==> src/rtl/lcg_pkg.sv <==
// ----------------------------------------------------------------------------
// lcg_pkg - shared types and constants of the life cell generation engine
// Grid geometry, command and register codes, payload structs and the
// command/status structs between controller and datapath.
// ----------------------------------------------------------------------------
`default_nettype none

package lcg_pkg;

	// grid geometry
	localparam int GRID_WIDTH  = 64;
	localparam int GRID_HEIGHT = 32;
	localparam int CELLS       = GRID_WIDTH * GRID_HEIGHT;
	localparam int XW          = $clog2(GRID_WIDTH);
	localparam int YW          = $clog2(GRID_HEIGHT);
	localparam int AW          = $clog2(CELLS);
	// memory address: grid bit on top of the cell index
	localparam int MAW         = AW + 1;
	localparam int MEM_DEPTH   = 2 ** MAW;

	// command codes
	localparam logic [1:0] CMD_WRITE  = 2'd0;
	localparam logic [1:0] CMD_UPDATE = 2'd1;
	localparam logic [1:0] CMD_SWAP   = 2'd2;

	// configuration port
	localparam int CFG_IDX_W  = 3;
	localparam int CFG_DATA_W = 24;
	localparam logic [CFG_IDX_W-1:0] CFG_EDGE_WRAP  = 3'd0;
	localparam logic [CFG_IDX_W-1:0] CFG_UNDER_THR  = 3'd1;
	localparam logic [CFG_IDX_W-1:0] CFG_OVER_THR   = 3'd2;
	localparam logic [CFG_IDX_W-1:0] CFG_PREV_INFL  = 3'd3;
	localparam logic [CFG_IDX_W-1:0] CFG_ALIVE_COL  = 3'd4;
	localparam logic [CFG_IDX_W-1:0] CFG_BORN_COL   = 3'd5;
	localparam logic [CFG_IDX_W-1:0] CFG_DIED_COL   = 3'd6;
	localparam logic [CFG_IDX_W-1:0] CFG_DEAD_COL   = 3'd7;

	// neighbor read sequence: slot 0 is the cell itself, 1..8 the neighbors
	localparam int         KW       = 4;
	localparam logic [KW-1:0] K_SELF = 4'd0;
	localparam logic [KW-1:0] K_LAST = 4'd8;

	typedef struct packed {
		logic [1:0]  cmd;
		logic [5:0]  col;
		logic [4:0]  row;
		logic        alive_in;
		logic [15:0] color_in;
		logic [9:0]  rand_draw;
	} req_item_t;

	typedef struct packed {
		logic        new_alive;
		logic [15:0] new_color;
		logic [3:0]  neighbor_count;
	} rsp_item_t;

	// controller -> datapath
	typedef struct packed {
		logic          latch;
		logic          clear_wr;
		logic          cell_wr;
		logic          swap;
		logic          rd_en;
		logic [KW-1:0] rd_k;
		logic          decide;
		logic          blend;
		logic          next_wr;
		logic          load_out;
	} lcg_cmd_t;

	// datapath -> controller
	typedef struct packed {
		logic [1:0] cmd;
		logic       on_grid;
		logic       clear_last;
	} lcg_status_t;

endpackage

`default_nettype wire

==> src/rtl/lcg_ctrl.sv <==
// ----------------------------------------------------------------------------
// lcg_ctrl - sequencer of the life cell generation engine
// Runs the clearing pass after reset, decodes each command and steps the
// datapath through the nine reads, decision, blend and write of an update.
// ----------------------------------------------------------------------------
`default_nettype none

module lcg_ctrl (
	input  wire logic                clk,
	input  wire logic                arst_n,
	input  wire logic                req_valid,
	output logic                     req_stall,
	output logic                     rsp_valid,
	input  wire logic                rsp_stall,
	input  wire lcg_pkg::lcg_status_t status,
	output lcg_pkg::lcg_cmd_t        cmd
);
	import lcg_pkg::*;

	typedef enum logic [3:0] {
		ST_CLEAR,
		ST_IDLE,
		ST_EXEC,
		ST_READ,
		ST_DRAIN,
		ST_DECIDE,
		ST_BLEND,
		ST_NEXT_WR,
		ST_RESULT
	} state_t;

	state_t        state_q;
	logic [KW-1:0] k_q;
	logic          out_valid_q;
	logic          is_update;

	assign is_update = (status.cmd == CMD_UPDATE) && status.on_grid;
	assign req_stall = (state_q != ST_IDLE);
	assign rsp_valid = out_valid_q;

	// command decode per state
	always_comb begin
		cmd          = '0;
		cmd.rd_k     = k_q;
		unique case (state_q)
			ST_CLEAR:   cmd.clear_wr = 1'b1;
			ST_IDLE:    cmd.latch    = req_valid;
			ST_EXEC: begin
				cmd.cell_wr = (status.cmd == CMD_WRITE) && status.on_grid;
				cmd.swap    = (status.cmd == CMD_SWAP);
			end
			ST_READ:    cmd.rd_en    = 1'b1;
			ST_DRAIN:   ;
			ST_DECIDE:  cmd.decide   = 1'b1;
			ST_BLEND:   cmd.blend    = 1'b1;
			ST_NEXT_WR: cmd.next_wr  = 1'b1;
			ST_RESULT:  cmd.load_out = !out_valid_q || !rsp_stall;
		endcase
	end

	// state, read slot counter and output valid
	always_ff @(posedge clk or negedge arst_n) begin
		if (!arst_n) begin
			state_q     <= ST_CLEAR;
			k_q         <= K_SELF;
			out_valid_q <= 1'b0;
		end else begin
			// transfer on the result side frees the output register
			if (out_valid_q && !rsp_stall && !cmd.load_out)
				out_valid_q <= 1'b0;
			unique case (state_q)
				ST_CLEAR: begin
					if (status.clear_last)
						state_q <= ST_IDLE;
				end
				ST_IDLE: begin
					if (req_valid)
						state_q <= ST_EXEC;
				end
				ST_EXEC: begin
					k_q <= K_SELF;
					if (is_update)
						state_q <= ST_READ;
					else
						state_q <= ST_RESULT;
				end
				ST_READ: begin
					k_q <= k_q + KW'(1);
					if (k_q == K_LAST)
						state_q <= ST_DRAIN;
				end
				ST_DRAIN:   state_q <= ST_DECIDE;
				ST_DECIDE:  state_q <= ST_BLEND;
				ST_BLEND:   state_q <= ST_NEXT_WR;
				ST_NEXT_WR: state_q <= ST_RESULT;
				ST_RESULT: begin
					if (!out_valid_q || !rsp_stall) begin
						out_valid_q <= 1'b1;
						state_q     <= ST_IDLE;
					end
				end
			endcase
		end
	end

endmodule

`default_nettype wire

==> config.mk <==
export PLATFORM = sky130hd
export DESIGN_NAME = lcg_ctrl
export DESIGN_NICKNAME = d
export VERILOG_FILES = /design/src/rtl/lcg_pkg.sv /design/src/rtl/lcg_ctrl.sv
export SDC_FILE = /design/constraint.sdc
export NUM_CORES = 1
export LEC_CHECK = 0
export ABC_CLOCK_PERIOD_IN_PS = 1370
export BUFFER_PORTS_ARGS = -buffer_cell sky130_fd_sc_hd__clkbuf_2
export CORE_MARGIN = 2
export CORE_UTILIZATION = 40
export DETAILED_ROUTE_END_ITERATION = 12
export PLACE_DENSITY = 0.71
export SYNTH_ARGS = -nofsm -noshare
export SYNTH_HDL_FRONTEND = slang
export SYNTH_SLANG_ARGS = --single-unit
export TNS_END_PERCENT = 10
==> constraint.sdc <==
create_clock -name clk -period 1.37 [get_ports clk]
set_input_delay 0.274 -clock clk [delete_from_list [all_inputs] [get_ports clk]]
set_output_delay 0.274 -clock clk [all_outputs]
set_load 0.005 [all_outputs]
==> results.cfg <==
[worst_setup_path]
cp_max_fo = 2
reg2regPathDepth = 5
critPathArrivalTime_ps = 1420
r2r-start = state_q[0]
critPathBufInv = 1
critPathKind = reg2out
crit_family = simple AND/OR/NAND/NOR gates
max_stage_delay_ps = 550
r2r-end = state_q[1]
cp-endpoint = cmd[0]
ff2ff_setup_slack_ps = -270
end_kind = output pin
cp-startpoint = state_q[0]
start_kind = register
worstPathCellList = or4b_4, a21oi_2, clkbuf_2
crit_required_ps = 1100
crit_slowest_cell = or4b_4
cp_num_cells = 3

[final_layout]
fin_nets = 112
syn_to_final_growth_pct = 49.2
drive_above_1_share = 0.465
utilization = 0.651
num_antenna_cells = 0

[die]
rows = 13
fp.coreArea_mm2 = 0.00132
die-area_mm2 = 0.00175
start_util = 0.436
ios = 23
die_w_um = 41.9
die_h_um = 41.9

[worst_hold_path]
hp-class = in2reg

[synthesis]
synth_area_leader_cell = dfrtp_1
synthTopCellsByArea = dfrtp_1, nand2_1, ha_1, nor2b_1, a21oi_1
synth_ff_type = dfrtp_1
avgSynthCellArea_um2 = 8.57
yosysMostFrequentCell = nand2_1
synth_edf_count = 0
synth_area_um2 = 574
netlist-cell-type-count = 28
ys_ff_latch = 9
ys_seq_area_frac = 0.392
synth_warnings = 0
async_flop_share = 1.00
synth_top_area_share = 0.392
syn_nets = 77
synth_common_cells = nand2_1, dfrtp_1, nor2_1, a21oi_1, nor2b_1
syn_inst = 67

[power]
netSwitchingFraction = 0.415
p_clk_frac = 0.120
total_power_uw = 1770
power_frac_comb = 0.620
p_per_area_mw_per_mm2 = 2070
vdd_drop_max_v = 0.00101
p_leak_uw = 0.000446
p_int_uw = 1040
switchingPower_uw = 736
seq_power_share = 0.260

[run_status]
violations = negative setup slack
status = complete, but fails checks

[global_routing]
grt_start_max_net_pins = 11
overflow = 0
grt_pass1_wl_um = 2300
antenna_found_initial = 0
first_global_vias = 543
groute.usage.overall = 0.173

[clocking]
clockRootBuffer = clkbuf_4
cts_buffers = 3
clock_path_buffers = 2
path_clk_slew_ps = 60
cts_tree = yes
cts_sinks = 9
htree_levels = 1
clk_latency_ps = 260

[place]
io_buffer_count = 22
hpwlAfterDp_um = 1040
routabilityCongestion = 0.828

[sta]
finalCritPeriodShare = 1.24
worst_slack_ps = -328
worstMarginPinSlew_ps = 267
rsz0062_at_grt = true
fin_skew_ps = 1.65
hold_viol = 0
slew_headroom = 0.822
period_minus_slack_ps = 1700
drv_slew = 0
timing.hold.ws_ps = 258
setup_viol = 13
fmax_mhz = 589

[route]
drt-wirelength-per-cell_um = 12.8
vias = 618
routed_via_density = 5.33
postRouteAntennaNets = 0
drt_iter0_drc = 7
route.detailed.drc = 0
wirelength_um = 1490
firstDrtPassIters = 4

[flow_run]
cap_violations = 0
==> registers in the layout, indices dropped and copies added, names as in the netlist <==
register,cells
rsp_valid,1
k_q,4
state_q,4
==> layer usage <==
| layer | vias to the layer above | routed length [µm] | share of wire | GRT usage |
|---|---|---|---|---|
| li1 | 298 | - | - | - |
| met1 | 302 | 638 | 0.43 | 0.220 |
| met3 | 0 | 77 | 0.052 | 0.0652 |
| met5 | - | 0 | 0 | 0 |
| met2 | 18 | 771 | 0.52 | 0.288 |
| met4 | 0 | 0 | 0 | 0.0194 |
==> worst register-to-register path, cell delays in order, from the launching register on <==
cell and delay (ps):
dfrtp_1 390, or4b_4 550, buf_4 150, or2_4 240, o211ai_1 110, o21ai_1 80
==> logic make-up (layout without fill, tap and decap cells) <==
family | count (synthesis) | count (layout) | share of synthesized area
buffers and inverters | 6 | 40 | 0.0566
and+or+nand+nor | 35 | 35 | 0.340
DFF | 9 | 9 | 0.392
adders and majority gates | 2 | 2 | 0.0436
xor gates and xnor gates | 2 | 2 | 0.0305
AOI/OAI and AO/OA | 13 | 13 | 0.137
==> power by group through the flow <==
stage	sequential, µW	clock [µW]	combinational [µW]
after global routing	478	223	1190
final	461	212	1100
after CTS	461	213	1030
after floorplan	462	0	535
after detailed placement	458	0	886
after global placement	451	0	875
==> what timing repair did <==
item,CTS,global route
pin swaps,2,0
setup buffers,2,1
hold buffers,1,0
endpoints found under the hold margin,9,0
endpoints found under the setup margin,13,14
gates resized for setup,10,5
==> layout by cell type (no fill, tap or decap), types with 2 or more instances in the layout <==
| master | instances |
|---|---|
| clkbuf_2 | 20 |
| nand2_1 | 10 |
| dfrtp_1 | 9 |
| buf_4 | 9 |
| nor2_1 | 4 |
| inv_1 | 3 |
| nor2b_1 | 3 |
| a21oi_1 | 3 |
| clkbuf_4 | 3 |
| nand2b_4 | 2 |
| or2_4 | 2 |
| and3_1 | 2 |
| xnor2_1 | 2 |
| a22o_1 | 2 |
| o21ai_1 | 2 |
| ha_1 | 2 |
| buf_2 | 2 |
==> area by class of cell <==
type | count | area [µm²]
clock buffers | 4 | 26.3
fillers | 109 | 460
inverters | 3 | 11.3
multi-input cells | 52 | 377
flip-flops and latches | 9 | 225
well taps | 15 | 18.8
repair buffers | 33 | 199
==> worst min path at each step <==
stage                     startpoint         end  slack (ps)  cells after the start
after floorplan               arst_n      k_q[0]         -20                      0
after global placement        arst_n  state_q[1]         140                      1
after detailed placement      arst_n   rsp_valid         140                      1
after CTS                  rsp_stall   rsp_valid         260                      3
after global routing       rsp_stall   rsp_valid         290                      3
final                      rsp_stall   rsp_valid         260                      3
==> metrics by stage <==
step                std cells  cell area, µm²  setup TNS [ps]  setup slack, ps
finish                    116             857           -2850             -328
global route              116             857           -3540             -367
CTS                       115             842           -2480             -330
detailed placement        108             747            -524             -133
global placement          108             747            -382            -86.7
floorplan                  67             587            -465             -116
(Power assumes the default switching activity.)
